## src/rtl/core/rcd_pkg.sv

```systemverilog
// shared types, constants and the transition step table of the encoder decoder
// no dependencies
package rcd_pkg;

    localparam int ADDR_W = 4;

    typedef enum logic [1:0] {
        MODE_SAMPLE = 2'd0,
        MODE_CHANGE = 2'd1,
        MODE_PRESS  = 2'd2,
        MODE_INIT   = 2'd3
    } t_mode;

    typedef enum logic [1:0] {
        REG_PPC  = 2'd0,
        REG_REV  = 2'd1,
        REG_DEB  = 2'd2,
        REG_NONE = 2'd3
    } t_reg_idx;

    typedef enum logic [2:0] {
        ST_IDLE,
        ST_LOAD,
        ST_DIV,
        ST_CLAMP,
        ST_MUL,
        ST_FIN
    } t_state;

    typedef struct packed {
        logic [7:0]  ppc;
        logic        rev;
        logic [15:0] deb;
    } t_cfg;

    typedef struct packed {
        logic load_item;
        logic div_load;
        logic div_step;
        logic clamp;
        logic mul;
        logic commit;
    } t_cmd;

    typedef struct packed {
        logic div_last;
        logic out_free;
    } t_sts;

    localparam logic [7:0] PPC_RST = 8'd2;
    localparam logic [15:0] DEB_RST = 16'd50;
    localparam logic signed [15:0] CLICK_MAX = 16'sh7FFF;
    localparam logic signed [15:0] CLICK_MIN = 16'sh8000;

    // bounce-tolerant quadrature step, index is {old phase, new pins}
    function automatic logic signed [2:0] step_lut(input logic [3:0] idx);
        logic signed [2:0] s;
        case (idx)
            4'd1, 4'd7, 4'd8, 4'd14: s = 3'sd1;
            4'd2, 4'd4, 4'd11, 4'd13: s = -3'sd1;
            4'd9: s = 3'sd2;
            4'd6: s = -3'sd2;
            default: s = 3'sd0;
        endcase
        return s;
    endfunction

endpackage

```

## src/rtl/core/rcd_if.sv

```systemverilog
// request and result channels of the encoder decoder
// no dependencies
interface rcd_req_if;
    logic        valid;
    logic        ready;
    logic [1:0]  mode;
    logic        phase_a;
    logic        phase_b;
    logic        button_raw;
    logic [31:0] now_ms;

    modport source (output valid, mode, phase_a, phase_b, button_raw, now_ms, input ready);
    modport sink (input valid, mode, phase_a, phase_b, button_raw, now_ms, output ready);
endinterface

interface rcd_rsp_if;
    logic               valid;
    logic               ready;
    logic signed [15:0] clicks;
    logic               pressed;

    modport source (output valid, clicks, pressed, input ready);
    modport sink (input valid, clicks, pressed, output ready);
endinterface

```

## src/rtl/core/rotary_encoder_click_decoder_core.sv

```systemverilog
// quadrature encoder decoder with debounced button, top level
// sample, read press and initialise go from idle to fin and register their result on commit
// read change also runs load, div, clamp and mul; div uses the one bit per cycle click divider
// throughput: one request in flight; next request taken the cycle after the result is registered
// reset: synchronous active low, clears decoder state and loads default configuration
// depends on rcd_pkg, rcd_if, rcd_cfg, rcd_ctrl and rcd_dpath
module rotary_encoder_click_decoder_core #(
    parameter int COUNT_WIDTH = 16,
    parameter int TICK_WIDTH  = 32
) (
    input  logic                       i_clk,
    input  logic                       i_rst_n,
    rcd_req_if.sink                    i_req,
    rcd_rsp_if.source                  o_rsp,
    input  logic                       psel,
    input  logic                       penable,
    input  logic                       pwrite,
    input  logic [rcd_pkg::ADDR_W-1:0] paddr,
    input  logic [31:0]                pwdata,
    output logic [31:0]                prdata,
    output logic                       pready
);

    rcd_pkg::t_cfg cfg;
    rcd_pkg::t_cmd cmd;
    rcd_pkg::t_sts sts;
    logic          ready;

    assign i_req.ready = ready;

    rcd_cfg u_cfg (
        .i_clk   (i_clk),
        .i_rst_n (i_rst_n),
        .psel    (psel),
        .penable (penable),
        .pwrite  (pwrite),
        .paddr   (paddr),
        .pwdata  (pwdata),
        .prdata  (prdata),
        .pready  (pready),
        .o_cfg   (cfg)
    );

    rcd_ctrl u_ctrl (
        .i_clk   (i_clk),
        .i_rst_n (i_rst_n),
        .i_valid (i_req.valid),
        .i_mode  (rcd_pkg::t_mode'(i_req.mode)),
        .i_sts   (sts),
        .o_ready (ready),
        .o_cmd   (cmd)
    );

    rcd_dpath #(
        .CW (COUNT_WIDTH),
        .TW (TICK_WIDTH)
    ) u_dpath (
        .i_clk        (i_clk),
        .i_rst_n      (i_rst_n),
        .i_cfg        (cfg),
        .i_cmd        (cmd),
        .o_sts        (sts),
        .i_mode       (rcd_pkg::t_mode'(i_req.mode)),
        .i_pins       ({i_req.phase_b, i_req.phase_a}),
        .i_button_raw (i_req.button_raw),
        .i_now_ms     (i_req.now_ms),
        .o_rsp        (o_rsp)
    );

endmodule

```

## src/rtl/core/rcd_cfg.sv

```systemverilog
// apb configuration registers of the encoder decoder
// depends on rcd_pkg
module rcd_cfg (
    input  logic                        i_clk,
    input  logic                        i_rst_n,
    input  logic                        psel,
    input  logic                        penable,
    input  logic                        pwrite,
    input  logic [rcd_pkg::ADDR_W-1:0]  paddr,
    input  logic [31:0]                 pwdata,
    output logic [31:0]                 prdata,
    output logic                        pready,
    output rcd_pkg::t_cfg               o_cfg
);

    rcd_pkg::t_cfg     r_cfg;
    rcd_pkg::t_reg_idx idx;
    logic              wr;

    assign idx    = rcd_pkg::t_reg_idx'(paddr[3:2]);
    assign wr     = psel & penable & pwrite;
    assign pready = 1'b1;
    assign o_cfg  = r_cfg;

    always_ff @(posedge i_clk) begin
        if (!i_rst_n) begin
            r_cfg.ppc <= rcd_pkg::PPC_RST;
            r_cfg.rev <= 1'b0;
            r_cfg.deb <= rcd_pkg::DEB_RST;
        end else if (wr) begin
            case (idx)
                rcd_pkg::REG_PPC: r_cfg.ppc <= pwdata[7:0];
                rcd_pkg::REG_REV: r_cfg.rev <= pwdata[0];
                rcd_pkg::REG_DEB: r_cfg.deb <= pwdata[15:0];
                default: ;
            endcase
        end
    end

    always_comb begin
        case (idx)
            rcd_pkg::REG_PPC: prdata = {24'd0, r_cfg.ppc};
            rcd_pkg::REG_REV: prdata = {31'd0, r_cfg.rev};
            rcd_pkg::REG_DEB: prdata = {16'd0, r_cfg.deb};
            default: prdata = 32'd0;
        endcase
    end

endmodule

```

## src/rtl/core/rcd_ctrl.sv

```systemverilog
// sequencing state machine of the encoder decoder
// depends on rcd_pkg
module rcd_ctrl (
    input  logic           i_clk,
    input  logic           i_rst_n,
    input  logic           i_valid,
    input  rcd_pkg::t_mode i_mode,
    input  rcd_pkg::t_sts  i_sts,
    output logic           o_ready,
    output rcd_pkg::t_cmd  o_cmd
);

    rcd_pkg::t_state r_state;
    rcd_pkg::t_state n_state;

    always_ff @(posedge i_clk) begin
        if (!i_rst_n) begin
            r_state <= rcd_pkg::ST_IDLE;
        end else begin
            r_state <= n_state;
        end
    end

    always_comb begin
        n_state = r_state;
        o_cmd   = '0;
        o_ready = 1'b0;
        case (r_state)
            rcd_pkg::ST_IDLE: begin
                o_ready = i_rst_n;
                if (i_valid && i_rst_n) begin
                    o_cmd.load_item = 1'b1;
                    n_state = (i_mode == rcd_pkg::MODE_CHANGE) ? rcd_pkg::ST_LOAD
                                                               : rcd_pkg::ST_FIN;
                end
            end
            rcd_pkg::ST_LOAD: begin
                o_cmd.div_load = 1'b1;
                n_state = rcd_pkg::ST_DIV;
            end
            rcd_pkg::ST_DIV: begin
                o_cmd.div_step = 1'b1;
                if (i_sts.div_last) begin
                    n_state = rcd_pkg::ST_CLAMP;
                end
            end
            rcd_pkg::ST_CLAMP: begin
                o_cmd.clamp = 1'b1;
                n_state = rcd_pkg::ST_MUL;
            end
            rcd_pkg::ST_MUL: begin
                o_cmd.mul = 1'b1;
                n_state = rcd_pkg::ST_FIN;
            end
            rcd_pkg::ST_FIN: begin
                if (i_sts.out_free) begin
                    o_cmd.commit = 1'b1;
                    n_state = rcd_pkg::ST_IDLE;
                end
            end
            default: n_state = rcd_pkg::ST_IDLE;
        endcase
    end

endmodule

```

## src/rtl/core/rcd_dpath.sv

```systemverilog
// decoder state, debounce, bit-serial click divider and result register
// depends on rcd_pkg and rcd_if
module rcd_dpath #(
    parameter int CW = 16,
    parameter int TW = 32
) (
    input  logic              i_clk,
    input  logic              i_rst_n,
    input  rcd_pkg::t_cfg     i_cfg,
    input  rcd_pkg::t_cmd     i_cmd,
    output rcd_pkg::t_sts     o_sts,
    input  rcd_pkg::t_mode    i_mode,
    input  logic [1:0]        i_pins,
    input  logic              i_button_raw,
    input  logic [31:0]       i_now_ms,
    rcd_rsp_if.source         o_rsp
);

    localparam int XW   = CW + 10;
    localparam int EW   = (CW + 3 > 17) ? CW + 3 : 17;
    localparam int YW   = (CW > 26) ? CW : 26;
    localparam int CNTW = $clog2(CW);

    localparam logic signed [CW-1:0] CNT_MAX = {1'b0, {(CW-1){1'b1}}};
    localparam logic signed [CW-1:0] CNT_MIN = {1'b1, {(CW-1){1'b0}}};

    // latched request
    rcd_pkg::t_mode r_mode;
    logic [1:0]     r_pins;
    logic           r_press_now;
    logic [TW-1:0]  r_now;

    // decoder state
    logic [1:0]           r_phase, n_phase;
    logic signed [CW-1:0] r_count, n_count;
    logic                 r_btn, n_btn;
    logic [TW-1:0]        r_last, n_last;
    logic                 r_pend, n_pend;

    // divider and click path
    logic [CW-1:0]         r_quo;
    logic [7:0]            r_rem;
    logic [CNTW-1:0]       r_cnt;
    logic                  r_neg;
    logic signed [15:0]    r_rep;
    logic signed [16:0]    r_r2;
    logic signed [25:0]    r_prod;

    // result register
    logic                  r_out_valid;
    logic signed [15:0]    r_clicks;
    logic                  r_pressed;

    logic [7:0]            ppc_eff;
    logic [7:0]            h;
    logic signed [8:0]     ppc_s;
    logic signed [XW-1:0]  c_x, h_x, p_x;
    logic                  cond_pos, cond_neg;
    logic [CW-1:0]         dividend;
    logic [8:0]            rem_sh;
    logic                  rem_ge;
    logic signed [EW-1:0]  q_x, r_x, rep_x;
    logic signed [15:0]    rep;
    logic signed [16:0]    rep_w;
    logic signed [2:0]     step;
    logic signed [CW:0]    sum;
    logic signed [CW-1:0]  sat;
    logic [TW-1:0]         diff_t;
    logic                  timeout;
    logic signed [YW-1:0]  rest;

    assign ppc_eff = (i_cfg.ppc == 8'd0) ? 8'd1 : i_cfg.ppc;
    assign h       = (ppc_eff - 8'd1) >> 1;
    assign ppc_s   = $signed({1'b0, ppc_eff});

    // rounding decision and dividend magnitude
    assign c_x      = XW'(r_count);
    assign h_x      = $signed(XW'(h));
    assign p_x      = $signed(XW'(ppc_eff));
    assign cond_pos = (c_x + h_x) >= (p_x - h_x);
    assign cond_neg = (c_x - h_x) <= -p_x;

    always_comb begin
        if (cond_pos) begin
            dividend = CW'(c_x + h_x);
        end else if (cond_neg) begin
            dividend = CW'(h_x - c_x);
        end else begin
            dividend = '0;
        end
    end

    // restoring division, one quotient bit per cycle
    assign rem_sh = {r_rem, r_quo[CW-1]};
    assign rem_ge = rem_sh >= {1'b0, ppc_eff};

    // signed quotient, direction and 16 bit saturation
    always_comb begin
        q_x   = $signed(EW'(r_quo));
        r_x   = r_neg ? -q_x : q_x;
        rep_x = i_cfg.rev ? -r_x : r_x;
        if (rep_x > EW'(rcd_pkg::CLICK_MAX)) begin
            rep = rcd_pkg::CLICK_MAX;
        end else if (rep_x < EW'(rcd_pkg::CLICK_MIN)) begin
            rep = rcd_pkg::CLICK_MIN;
        end else begin
            rep = rep_x[15:0];
        end
        rep_w = 17'(rep);
    end

    assign o_sts.div_last = (r_cnt == CNTW'(CW - 1));
    assign o_sts.out_free = !r_out_valid || o_rsp.ready;

    // sample path
    assign step    = rcd_pkg::step_lut({r_phase, r_pins});
    assign sum     = (CW+1)'(r_count) + (CW+1)'(step);
    assign sat     = (sum[CW] != sum[CW-1]) ? (sum[CW] ? CNT_MIN : CNT_MAX) : sum[CW-1:0];
    assign diff_t  = r_now - r_last;
    assign timeout = diff_t > TW'(i_cfg.deb);
    assign rest    = YW'(r_count) - YW'(r_prod);

    always_comb begin
        n_phase = r_phase;
        n_count = r_count;
        n_btn   = r_btn;
        n_last  = r_last;
        n_pend  = r_pend;
        case (r_mode)
            rcd_pkg::MODE_SAMPLE: begin
                if (step != 3'sd0) begin
                    n_count = sat;
                    n_phase = r_pins;
                end
                if (r_press_now == r_btn) begin
                    n_last = r_now;
                end else if (timeout) begin
                    n_btn  = r_press_now;
                    n_last = r_now;
                    if (r_press_now) begin
                        n_pend = 1'b1;
                    end
                end
            end
            rcd_pkg::MODE_CHANGE: begin
                n_count = rest[CW-1:0];
            end
            rcd_pkg::MODE_PRESS: begin
                n_pend = 1'b0;
            end
            rcd_pkg::MODE_INIT: begin
                n_count = '0;
                n_phase = r_pins;
                n_btn   = r_press_now;
                n_last  = r_now;
                n_pend  = 1'b0;
            end
            default: ;
        endcase
    end

    always_ff @(posedge i_clk) begin
        if (!i_rst_n) begin
            r_phase     <= '0;
            r_count     <= '0;
            r_btn       <= 1'b0;
            r_last      <= '0;
            r_pend      <= 1'b0;
            r_cnt       <= '0;
            r_out_valid <= 1'b0;
        end else begin
            if (i_cmd.commit) begin
                r_phase     <= n_phase;
                r_count     <= n_count;
                r_btn       <= n_btn;
                r_last      <= n_last;
                r_pend      <= n_pend;
                r_out_valid <= 1'b1;
            end else if (o_rsp.ready) begin
                r_out_valid <= 1'b0;
            end
            if (i_cmd.div_load) begin
                r_cnt <= '0;
            end else if (i_cmd.div_step) begin
                r_cnt <= r_cnt + CNTW'(1);
            end
        end
    end

    always_ff @(posedge i_clk) begin
        if (i_cmd.load_item) begin
            r_mode      <= i_mode;
            r_pins      <= i_pins;
            r_press_now <= ~i_button_raw;
            r_now       <= i_now_ms[TW-1:0];
        end
        if (i_cmd.div_load) begin
            r_quo <= dividend;
            r_rem <= '0;
            r_neg <= cond_neg & ~cond_pos;
        end else if (i_cmd.div_step) begin
            r_quo <= {r_quo[CW-2:0], rem_ge};
            r_rem <= rem_ge ? 8'(rem_sh - {1'b0, ppc_eff}) : rem_sh[7:0];
        end
        if (i_cmd.clamp) begin
            r_rep <= rep;
            r_r2  <= i_cfg.rev ? -rep_w : rep_w;
        end
        if (i_cmd.mul) begin
            r_prod <= 26'(r_r2) * 26'(ppc_s);
        end
        if (i_cmd.commit) begin
            r_clicks  <= (r_mode == rcd_pkg::MODE_CHANGE) ? r_rep : 16'sd0;
            r_pressed <= (r_mode == rcd_pkg::MODE_PRESS) ? r_pend : 1'b0;
        end
    end

    assign o_rsp.valid   = r_out_valid;
    assign o_rsp.clicks  = r_clicks;
    assign o_rsp.pressed = r_pressed;

endmodule
```

## src/flat_wrapper.sv

```systemverilog
// flat-port wrapper written by rule: the top's interface ports become plain ports
module rotary_encoder_click_decoder_core_flat 
#(
    parameter int COUNT_WIDTH = 16,
    parameter int TICK_WIDTH  = 32
)
  (i_clk, i_rst_n, psel, penable, pwrite, paddr, pwdata, prdata, pready, i_req_valid, i_req_mode, i_req_phase_a, i_req_phase_b, i_req_button_raw, i_req_now_ms, i_req_ready, o_rsp_valid, o_rsp_clicks, o_rsp_pressed, o_rsp_ready);
  rcd_req_if i_req_i ();
  rcd_rsp_if o_rsp_i ();
  input  logic i_clk;
  input  logic i_rst_n;
  input  logic psel;
  input  logic penable;
  input  logic pwrite;
  input  logic [rcd_pkg::ADDR_W-1:0] paddr;
  input  logic [31:0] pwdata;
  output logic [31:0] prdata;
  output logic pready;
  input wire logic [$bits(i_req_i.valid)-1:0] i_req_valid;
  input wire logic [$bits(i_req_i.mode)-1:0] i_req_mode;
  input wire logic [$bits(i_req_i.phase_a)-1:0] i_req_phase_a;
  input wire logic [$bits(i_req_i.phase_b)-1:0] i_req_phase_b;
  input wire logic [$bits(i_req_i.button_raw)-1:0] i_req_button_raw;
  input wire logic [$bits(i_req_i.now_ms)-1:0] i_req_now_ms;
  output wire logic [$bits(i_req_i.ready)-1:0] i_req_ready;
  output wire logic [$bits(o_rsp_i.valid)-1:0] o_rsp_valid;
  output wire logic [$bits(o_rsp_i.clicks)-1:0] o_rsp_clicks;
  output wire logic [$bits(o_rsp_i.pressed)-1:0] o_rsp_pressed;
  input wire logic [$bits(o_rsp_i.ready)-1:0] o_rsp_ready;
  assign i_req_i.valid = i_req_valid;
  assign i_req_i.mode = i_req_mode;
  assign i_req_i.phase_a = i_req_phase_a;
  assign i_req_i.phase_b = i_req_phase_b;
  assign i_req_i.button_raw = i_req_button_raw;
  assign i_req_i.now_ms = i_req_now_ms;
  assign i_req_ready = i_req_i.ready;
  assign o_rsp_valid = o_rsp_i.valid;
  assign o_rsp_clicks = o_rsp_i.clicks;
  assign o_rsp_pressed = o_rsp_i.pressed;
  assign o_rsp_i.ready = o_rsp_ready;
  rotary_encoder_click_decoder_core #(.COUNT_WIDTH(COUNT_WIDTH), .TICK_WIDTH(TICK_WIDTH)) u_core (.i_clk(i_clk), .i_rst_n(i_rst_n), .i_req(i_req_i), .o_rsp(o_rsp_i), .psel(psel), .penable(penable), .pwrite(pwrite), .paddr(paddr), .pwdata(pwdata), .prdata(prdata), .pready(pready));
endmodule
```

## config.mk

```make
export PLATFORM = sky130hd
export DESIGN_NAME = rotary_encoder_click_decoder_core_flat
export DESIGN_NICKNAME = d
export VERILOG_FILES = /design/src/rtl/core/rcd_pkg.sv /design/src/rtl/core/rcd_if.sv /design/src/rtl/core/rotary_encoder_click_decoder_core.sv /design/src/rtl/core/rcd_cfg.sv /design/src/rtl/core/rcd_ctrl.sv /design/src/rtl/core/rcd_dpath.sv /design/src/flat_wrapper.sv
export SDC_FILE = /design/constraint.sdc
export NUM_CORES = 1
export LEC_CHECK = 0
export BUFFER_PORTS_ARGS = -buffer_cell sky130_fd_sc_hd__buf_4
export CORE_ASPECT_RATIO = 0.6
export CORE_UTILIZATION = 30
export DETAILED_ROUTE_END_ITERATION = 10
export GPL_TIMING_DRIVEN = 1
export SLEW_MARGIN = 20
export SYNTH_ARGS = -nofsm -noshare
export SYNTH_HDL_FRONTEND = slang
export SYNTH_HIERARCHICAL = 1
export SYNTH_SLANG_ARGS = --single-unit
```

## constraint.sdc

```tcl
create_clock -name i_clk -period 5.9 [get_ports i_clk]
set_input_delay 0.59 -clock i_clk [delete_from_list [all_inputs] [get_ports i_clk]]
set_output_delay 0.59 -clock i_clk [all_outputs]
set_load 0.02 [all_outputs]
```

==> results of run 1 <==
==> worst max path at each step <==
| stage | to | slack [ns] | cells past startpoint |
|---|---|---|---|
| 3_3_place_gp | u_core/u_dpath/r_quo[12] | 0.11 | 23 |
| 2_1_floorplan | u_core/u_dpath/r_quo[5] | 0.11 | 30 |
| 3_5_place_dp | u_core/u_dpath/r_quo[12] | -0.08 | 23 |
| 4_1_cts | u_core/u_dpath/r_quo[11] | 0.01 | 23 |
| 5_1_grt | u_core/u_dpath/r_last[27] | -0.04 | 22 |
| 6_report | u_core/u_dpath/r_quo[11] | 0.27 | 24 |
==> state kept, by name (all words and copies together), names as in the netlist, 2 cells and up <==
register / flops
u_core/u_dpath/r_last: 32
u_core/u_dpath/r_now: 32
u_core/u_dpath/r_rem: 8
u_core/u_dpath/r_quo: 16
u_core/u_ctrl/r_state: 3
u_core/u_dpath/r_mode: 2
u_core/u_dpath/r_rep: 16
u_core/u_dpath/r_cnt: 4
u_core/u_dpath/o_rsp.clicks: 16
u_core/u_dpath/r_count: 16
u_core/u_dpath/r_r2: 15
u_core/u_cfg/o_cfg: 25
u_core/u_dpath/r_pins: 2
u_core/u_dpath/r_prod: 16
u_core/u_dpath/r_phase: 2
==> layout make-up <==
| class | instances | area, um2 | share of cell area |
|---|---|---|---|
| Clock buffer | 29 | 649 | 0.0293 |
| Clock inverter | 11 | 66.3 | 0.00299 |
| Inverter | 221 | 830 | 0.0375 |
| Multi-Input combinational cell | 1720 | 13000 | 0.588 |
| Sequential cell | 211 | 5410 | 0.244 |
| Tap cell | 851 | 1060 | 0.0481 |
| Timing Repair Buffer | 143 | 1110 | 0.0501 |
==> cell families after synthesis <==
family | after synthesis | share of synthesized area
mux | 75 | 0.0385
buf+inv | 340 | 0.0731
fa+ha+maj | 263 | 0.193
simple gates | 693 | 0.174
xor+xnor | 171 | 0.0767
compound gates | 501 | 0.168
flops | 211 | 0.275
other cells | 2 | 0.000383
==> power breakdown <==
part	leakage, nW	internal (mW)	switching [mW]
clock network	0.345	0.779	0.634
registers	1.83	1.69	0.113
logic	6.97	0.658	1.06
==> cells in the final DEF (no fill, tap or decap), drive strengths merged, types with 11 or more instances in the layout <==
| master | count |
|---|---|
| clkbuf | 29 |
| o21bai | 18 |
| ha | 195 |
| a22oi | 20 |
| nand2b | 30 |
| a21o | 52 |
| nor3 | 36 |
| and2 | 85 |
| o211ai | 14 |
| o21ai | 113 |
| edfxtp | 118 |
| nor2b | 25 |
| a211oi | 23 |
| or3 | 17 |
| conb | 17 |
| inv | 220 |
| xor2 | 61 |
| mux2i | 71 |
| o31ai | 16 |
| nand3 | 28 |
| o21a | 11 |
| dfxtp | 93 |
| a21oi | 136 |
| buf | 143 |
| a31oi | 19 |
| or2 | 11 |
| xnor2 | 110 |
| and3 | 12 |
| fa | 67 |
| nand2 | 243 |
| nor4 | 15 |
| nor2 | 132 |
| nand4 | 23 |
==> through the flow <==
step / cells / hold WS [ns] / total power, mW
5_1_grt: 3186 / 0.183 / 5.21
2_1_floorplan: 2271 / 0.435 / 3.01
6_report: 3186 / 0.204 / 4.93
3_5_place_dp: 3139 / 0.452 / 3.46
3_3_place_gp: 3139 / 0.443 / 3.42
4_1_cts: 3179 / 0.180 / 4.90
==> routing by layer <==
layer,global-route usage,vias to the layer above,share of wire
li1,-,7930,-
met1,0.263,7982,0.52
met2,0.221,542,0.38
met3,0.0317,47,0.083
met4,0.0250,0,0.013
met5,0,-,0
==> what timing repair did <==
| item | CTS | global route |
|---|---|---|
| gates resized for setup | 2 | 39 |
| hold buffers | 0 | 0 |
| pin swaps | 0 | 16 |
| gates cloned | 0 | 1 |
| hold endpoints to repair | 0 | 0 |
| endpoints found under the setup margin | 14 | 52 |
| buffers inserted | 0 | 7 |
==> critical path, stage by stage, from the launching register on <==
cell,delay (ns)
dfxtp_1,0.33
nor4_4,0.31
a21o_1,0.28
inv_2,0.12
ha_4,0.20
buf_4,0.15
nand2_1,0.08
xnor2_1,0.18
ha_1,0.44
clkinv_1,0.28
nor2_1,0.19
nor2_1,0.06
o221ai_1,0.23
nor3_1,0.13
a21o_1,0.32
ha_1,0.39
nand4_1,0.13
nor4_1,0.44
o31a_1,0.21
a211oi_1,0.05
a31oi_2,0.26
nor2_2,0.13
buf_6,0.17
a22oi_1,0.22
a21oi_1,0.12
==> impl_metrics.ini, run 1 <==
[final_layout]
n_fill_cell = 6603
final_area_um2 = 22100
drive_gt1_frac = 0.105
nets = 2661
area_growth_pct = 12.8
fin_util = 0.343
antennaDiodeCount = 0

[sta]
max_freq_mhz = 178
rsz0062_at_grt = yes
min_period_ns = 5.63
report.final.slew_viol_count = 0
timing.final.ws_setup_ns = 0.270
worst_slew_pin_slew_ns = 1.07
finalHoldViolCount = 0
slew_headroom = 0.289
setup_viol_count_final = 0
post-route-period-util = 0.954
finClkSkew_ns = 0.0452
tns_ns = 0

[worst_setup_path]
rr_endpoint = u_core/u_dpath/r_quo[11]
regToRegStartpoint = u_core/u_cfg/o_cfg[22]
cp-start-kind = register
cp_data_arrival_time_ns = 5.92
reg2reg_depth = 24
worstPathRequired_ns = 6.19
crit_type = reg2reg
cp_max_fo = 8
critPathLaunch = u_core/u_cfg/o_cfg[22]
end_kind = register
rrSetupSlack_ns = 0.27

[global_routing]
grt_pass1_vias = 15600
grt_max_degree = 74
antenna_found_initial = 0
overflow = 0
grt_use_total = 0.163
grt_first_pass_wirelength_um = 87600

[floorplan]
io-pin-count = 132
dieWidth_um = 332
core_area_um2 = 64500
num_rows = 72
die_y_um = 200
start_util = 0.304
die_area_um2 = 66500

[placement]
gp_congestion = 0.958
portBuffers = 96
pre_cts_slack_ns = -0.0771
post_dp_cell_area_um2 = 21200
hpwlAfterDp_um = 43400

[clocking]
path_clk_slew_ns = 0.07
cts_root_buf = clkbuf_16
cts_tree = done
cts_max_path_buffers = 3
numCtsBuffers = 22
clkLatencyLatePin_ns = 0.56
h-tree-depth = 1
clock-sinks = 211

[routing]
route.detailed.drc = 0
totalWireLength_um = 55900
ant_nets = 0
dr_total_vias = 16500
vias_per_cell = 5.18
wl_per_cell_um = 17.5
drt_iter0_markers = 1523
drt_first_pass_iters = 6

[synth]
ys_seq_area_frac = 0.275
yosys_most_used_dff = edfxtp_1
yosysMostFrequentCell = nand2_1
synth_edf_count = 118
synth.area.top_cells = edfxtp_1, ha_1, dfxtp_1
yosysTopAreaCell = edfxtp_1
synth_top_area_frac = 0.181
ys_types = 90
ys_ff_latch = 211
synth_warnings = 6
syn_area_um2 = 19600
syn_area_per_cell_um2 = 8.70
syn_inst = 2256
synthArstFlopShare = 0
netlist_top_cells_count = nand2_1, inv_1, ha_1

[run_status]
status = finished, final reports clean

[pwr]
peakVddDrop_uv = 183
p_per_area_nw_per_um2 = 223
p_leak_nw = 9.15

[worst_hold_path]
hold_path_startpoint = i_req_now_ms[27]
hold_path.class = in2reg
worstHoldPathCells = 1
hold_path_end = u_core/u_dpath/r_now[27]

[run]
maxCapViolCount = 0
No activity file was read; power rests on OpenSTA's default activity.
==> run 2: changes to the inputs <==
--- a/config.mk
+++ b/config.mk
@@ -10,6 +10,7 @@
 export CORE_UTILIZATION = 30
 export DETAILED_ROUTE_END_ITERATION = 10
 export GPL_TIMING_DRIVEN = 1
+export RECOVER_POWER = 100
 export SLEW_MARGIN = 20
 export SYNTH_ARGS = -nofsm -noshare
 export SYNTH_HDL_FRONTEND = slang
==> run 2 against run 1 <==
  * The run now ends with max-capacitance violations, max-slew violations left
  * Clock skew down 0.0023 ns
  * Critical endpoint is now u_core/u_dpath/r_quo[1]
  * Non-clock buffer count unchanged
  * Clock-buffer cell count unchanged
  * Sequential share of layout area about the same
  * Combinational power about the same
  * Total power down 0.12%
==> impl_metrics.ini, run 2 (synthesis results as in run 1) <==
[run_status]
status = finished, violations left
violations = max-capacitance violations, max-slew violations

[global_routing]
overflow = 0
grt_use_total = 0.163
grt_max_degree = 74
grt_first_pass_wirelength_um = 87600
antenna_found_initial = 0
grt_pass1_vias = 15600

[final_layout]
final_cells = 3186
drive_gt1_frac = 0.102
area_growth_pct = 12.7
ff_latch_area_um2 = 5410
antennaDiodeCount = 0
fin_util = 0.343
multiInputGateArea_um2 = 13000
nets = 2661
final_common_cell = nand2_1
final_cell_mix = nand2_1, inv_1, ha_1, a21oi_1, nor2_1
final_area_um2 = 22100
n_fill_cell = 6611

[sta]
report.final.slew_viol_count = 35
rsz0062_at_grt = yes
worst_slew_pin_slew_ns = 1.68
finClkSkew_ns = 0.0429
tns_ns = 0
post-route-period-util = 0.953
slew_headroom = -0.122
setup_viol_count_final = 0
timing.final.ws_setup_ns = 0.278
finalHoldViolCount = 0
max_freq_mhz = 178
min_period_ns = 5.62

[worst_setup_path]
regToRegStartpoint = u_core/u_cfg/o_cfg[22]
crit_type = reg2reg
critical_path_buf_inv_count = 4
worstPathRequired_ns = 6.28
cp_data_arrival_time_ns = 6.00
slowest_delay_ns = 0.40
end_kind = register
critical-path-slowest-cell = fa_1
cp_max_fo = 8
cp_top_family = compound AO/OA/AOI/OAI gates
crit_top_cell = a21oi_1
rr_endpoint = u_core/u_dpath/r_quo[1]
rrSetupSlack_ns = 0.28
reg2reg_depth = 27
cp-start-kind = register

[worst_hold_path]
worstHoldPathCells = 1
hold_path_end = u_core/u_dpath/r_now[27]
hold_path_startpoint = i_req_now_ms[27]
hold_path.class = in2reg

[routing]
wl_met2_um = 21400
totalWireLength_um = 55800
top_layer = met4
m1WireLength_um = 29100
route.detailed.drc = 0
ant_nets = 0
wl_per_cell_um = 17.5
drt_first_pass_iters = 6
wl_met3_um = 4640
dr_total_vias = 16600
vias_per_cell = 5.21
drt_iter0_markers = 1565

[pwr]
p_sw_frac = 0.365
p_sw_mw = 1.80
p_leak_nw = 9.11
power.share.combinational = 0.347
pwr-share-clk = 0.286
p_per_area_nw_per_um2 = 223
power.internal_mw = 3.13
peakVddDrop_uv = 183
pwr-share-seq = 0.367

[floorplan]
die_area_um2 = 66500
num_rows = 72
dieWidth_um = 332
core_area_um2 = 64500
start_util = 0.304
die_y_um = 200
io-pin-count = 132

[placement]
post_dp_cell_area_um2 = 21200
portBuffers = 96
pre_cts_slack_ns = -0.0771
hpwlAfterDp_um = 43400
dp.cells = 3139
gp_congestion = 0.958

[clocking]
h-tree-depth = 1
cts_tree = done
numCtsBuffers = 22
path_clk_slew_ns = 0.07
cts_max_path_buffers = 3
cts_root_buf = clkbuf_16
holdBufCountCts = 0
clock-sinks = 211
clkLatencyLatePin_ns = 0.56

[run]
maxCapViolCount = 1
==> run 2: cell types whose count changed in the layout (fill, tap and decap cells not counted), sizes merged <==
cell,previous run,this run
buf,143,104
clkbuf,29,68
==> run 2: final cells by class <==
class | count | share of cell area
Inverter | 221 | 0.0375
Clock inverter | 11 | 0.00300
Sequential cell | 211 | 0.244
Multi-Input combinational cell | 1720 | 0.588
Clock buffer | 29 | 0.0294
Timing Repair Buffer | 143 | 0.0492
Tap cell | 851 | 0.0481
==> run 2: layer usage <==
metal,vias up,GRT usage
met5,-,0
met4,0,0.0250
met3,42,0.0317
met2,557,0.221
li1,7932,-
met1,8062,0.263
==> run 2: what timing repair did <==
| item | CTS | global route |
|---|---|---|
| pin swaps | 0 | 16 |
| setup buffers | 0 | 7 |
| cloned | 0 | 1 |
| setup endpoints to repair | 14 | 52 |
| resized for setup | 2 | 39 |
| hold endpoints to repair | 0 | 0 |
==> run 2: worst register-to-register path, stage by stage, from the launching register on <==
cell and delay, ns:
dfxtp_1 0.33, nor4_4 0.31, a21o_1 0.28, inv_2 0.11, ha_1 0.33, inv_1 0.13, ha_1 0.19, inv_1 0.06
fa_1 0.40, o21bai_1 0.16, a21oi_1 0.13, o21bai_1 0.15, a21oi_1 0.13, o21bai_2 0.26, nand2_1 0.10, xnor2_1 0.24
ha_1 0.30, a21o_1 0.18, a21o_1 0.16, a21oi_1 0.12, o21ai_0 0.11, a31oi_1 0.17, a21oi_1 0.12, o21ai_2 0.17
a31oi_4 0.13, buf_4 0.19, or3_1 0.35, a31oi_1 0.17
==> run 2: worst max path at each step <==
stage	start	endpoint	slack, ns	cells after the start
6_report	u_core/u_cfg/o_cfg[22]	u_core/u_dpath/r_quo[1]	0.28	27
5_1_grt	u_core/u_dpath/r_now[0]	u_core/u_dpath/r_last[27]	-0.04	22
4_1_cts	u_core/u_cfg/o_cfg[19]	u_core/u_dpath/r_quo[11]	0.01	23
3_5_place_dp	u_core/u_cfg/o_cfg[19]	u_core/u_dpath/r_quo[12]	-0.08	23
3_3_place_gp	u_core/u_cfg/o_cfg[19]	u_core/u_dpath/r_quo[12]	0.11	23
2_1_floorplan	u_core/u_cfg/o_cfg[18]	u_core/u_dpath/r_quo[5]	0.11	30
==> run 2: through the flow <==
| stage | total power [mW] | hold WS, ns |
|---|---|---|
| after detailed placement | 3.46 | 0.452 |
| final | 4.93 | 0.229 |
| after global placement | 3.42 | 0.443 |
| after CTS | 4.90 | 0.180 |
| after floorplan | 3.01 | 0.435 |
| after global routing | 5.21 | 0.206 |
==> run 2: power groups by stage <==
stage | logic, mW | registers [mW] | clock network, mW
floorplan | 1.23 | 1.78 | 0
global placement | 1.59 | 1.83 | 0
detailed placement | 1.63 | 1.83 | 0
CTS | 1.64 | 1.80 | 1.45
global route | 1.88 | 1.82 | 1.51
finish | 1.71 | 1.81 | 1.41
==> run 3: changes to the inputs <==
--- a/config.mk
+++ b/config.mk
@@ -6,10 +6,13 @@
 export NUM_CORES = 1
 export LEC_CHECK = 0
 export BUFFER_PORTS_ARGS = -buffer_cell sky130_fd_sc_hd__buf_4
+export CELL_PAD_IN_SITES_DETAIL_PLACEMENT = 0
+export CELL_PAD_IN_SITES_GLOBAL_PLACEMENT = 1
 export CORE_ASPECT_RATIO = 0.6
 export CORE_UTILIZATION = 30
 export DETAILED_ROUTE_END_ITERATION = 10
 export GPL_TIMING_DRIVEN = 1
+export PLACE_DENSITY_LB_ADDON = 0.1
 export RECOVER_POWER = 100
 export SLEW_MARGIN = 20
 export SYNTH_ARGS = -nofsm -noshare
==> constraint.sdc (replaced) <==
create_clock -name i_clk -period 4.83 [get_ports i_clk]
set_input_delay 0.483 -clock i_clk [delete_from_list [all_inputs] [get_ports i_clk]]
set_output_delay 0.483 -clock i_clk [all_outputs]
set_load 0.02 [all_outputs]
==> run 3 against run 2 <==
  * Final area is 8.6% higher
  * Clock-buffer cell count is 1 higher
  * Clock skew is 0.021 ns lower
  * Non-clock buffer count is 187 higher
  * Sequential power is 22% higher
  * Critical path depth is 3 lower
  * Worst setup slack worse by 0.79 ns
  * The run ends with max-capacitance violations, max-slew violations, negative setup slack left
  * Critical endpoint is now u_core/u_dpath/r_last[9]
  * Flip-flop and latch count stayed put
  * Via count is 2.3% higher
  * Total power is 32% higher
  * Combinational power is 40% higher
  * Worst hold slack worse by 0.11 ns
==> impl_metrics.ini, run 3 (synthesis results as in run 1) <==
[run_status]
status = finished, violations left
violations = max-capacitance violations, max-slew violations, negative setup slack

[clocking]
numCtsBuffers = 24
holdBufCountCts = 0
cts_root_buf = clkbuf_16
h-tree-depth = 1
cts_tree = done
cts_max_path_buffers = 3
clkLatencyLatePin_ns = 0.56
path_clk_slew_ns = 0.07
clock-sinks = 211

[final_layout]
drive_gt1_frac = 0.183
final_common_cell = buf_4
area_growth_pct = 22.4
final_cell_mix = buf_4, nand2_1, inv_1, ha_1, nor2_1
fin_util = 0.372
final_area_um2 = 24000
final_cells = 3378
nets = 2850

[placement]
dp.cells = 3299
gp_congestion = 0.840
hpwlAfterDp_um = 51000
post_dp_cell_area_um2 = 22600
pre_cts_slack_ns = -0.760
portBuffers = 96

[worst_setup_path]
crit_type = reg2reg
end_kind = register
cp-start-kind = register
worstPathRequired_ns = 5.27
rrSetupSlack_ns = -0.52
reg2reg_depth = 24
critical-path-slowest-cell = a221o_1
cp_max_fo = 9
slowest_delay_ns = 0.42
cp_data_arrival_time_ns = 5.78
cp_cell_sequence = inv_2 > ha_4 > inv_2 > fa_2 > a211oi_4 > o21ai_1 > a31oi_1 > buf_4 > o21bai_1 > a21oi_1 > xnor2_1 > ha_1 > and2_4 > a221o_1 > a221oi_2 > o211ai_1 > a221o_1 > nor4_2 > nand4_1 > nor3_1 > buf_4 > a21oi_4 > clkbuf_16 > mux2i_1

[routing]
wl_per_cell_um = 19.3
drt_iter0_markers = 1161
totalWireLength_um = 65200
m1WireLength_um = 38400
top_layer = met4
dr_total_vias = 17000
route.detailed.drc = 0
vias_per_cell = 5.02
ant_nets = 0
wl_met3_um = 2950
drt_first_pass_iters = 5
wl_met2_um = 23300

[sta]
max_freq_mhz = 187
post-route-period-util = 1.11
timing.final.ws_setup_ns = -0.515
finClkSkew_ns = 0.0216
finalHoldViolCount = 0
setup_viol_count_final = 70
fin_hold_ws_ns = 0.114
min_period_ns = 5.35
worst_slew_pin_slew_ns = 3.10
rsz0062_at_grt = yes
tns_ns = -27.68
slew_headroom = -1.06
report.final.slew_viol_count = 87

[global_routing]
grt_pass1_vias = 16000
overflow = 0
grt_first_pass_wirelength_um = 98400
grt_max_degree = 67
grt_use_total = 0.190
antenna_found_initial = 1

[floorplan]
io-pin-count = 132
num_rows = 72
die_area_um2 = 66500
core_area_um2 = 64500
start_util = 0.304
dieWidth_um = 332
die_y_um = 200

[pwr]
p_per_area_nw_per_um2 = 270
peakVddDrop_uv = 243
total_power_mw = 6.49
p_leak_nw = 10.1

[worst_hold_path]
worstHoldPathCells = 1
hold_path.class = in2reg

[run]
maxCapViolCount = 3
## run 3: path summary, 6_finish.rpt
| kind | end | start |
|---|---|---|
| max | u_core/u_dpath/r_last[9] | u_core/u_dpath/r_now[0] |
| min | u_core/u_dpath/r_now[15] | i_req_now_ms[15] |
| min reg2reg | u_core/u_dpath/r_last[22] | u_core/u_dpath/r_last[22] |
| max reg2reg | u_core/u_dpath/r_last[9] | u_core/u_dpath/r_now[0] |
## run 3: area by class of cell
type / count / area (um2)
clock buffers: 30 / 644
fillers: 6680 / 40500
well taps: 851 / 1060
multi-input cells: 1720 / 13400
repair buffers: 330 / 2490
diodes: 1 / 2.50
clock inverters: 14 / 136
flip-flops and latches: 211 / 5410
inverters: 221 / 830
## run 3: power by group
part	switching, mW	total (mW)	internal (mW)
combinational	1.40	2.40	0.998
clock	0.836	1.89	1.06
sequential	0.123	2.20	2.07
total	2.36	6.49	4.13
## run 3: critical path, delay by kind of cell (launching register included)
| family | cells | cell delay, ns |
|---|---|---|
| compound gates | 10 | 2.32 |
| xor+xnor | 1 | 0.18 |
| fa+ha+maj | 3 | 0.78 |
| buf+inv | 5 | 0.71 |
| flops | 1 | 0.41 |
| mux | 1 | 0.12 |
| simple gates | 4 | 0.70 |
## run 3: routing by layer
| metal | up-vias | global-route usage |
|---|---|---|
| li1 | 8325 | - |
| met1 | 8290 | 0.332 |
| met2 | 318 | 0.238 |
| met3 | 36 | 0.0277 |
| met4 | 0 | 0.0213 |
| met5 | - | 0 |
## run 3: what timing repair did
item	4_1_cts	5_1_grt
pin swaps	37	39
setup endpoints to repair	55	76
gates cloned	1	2
buffers inserted	21	10
resized for setup	48	63
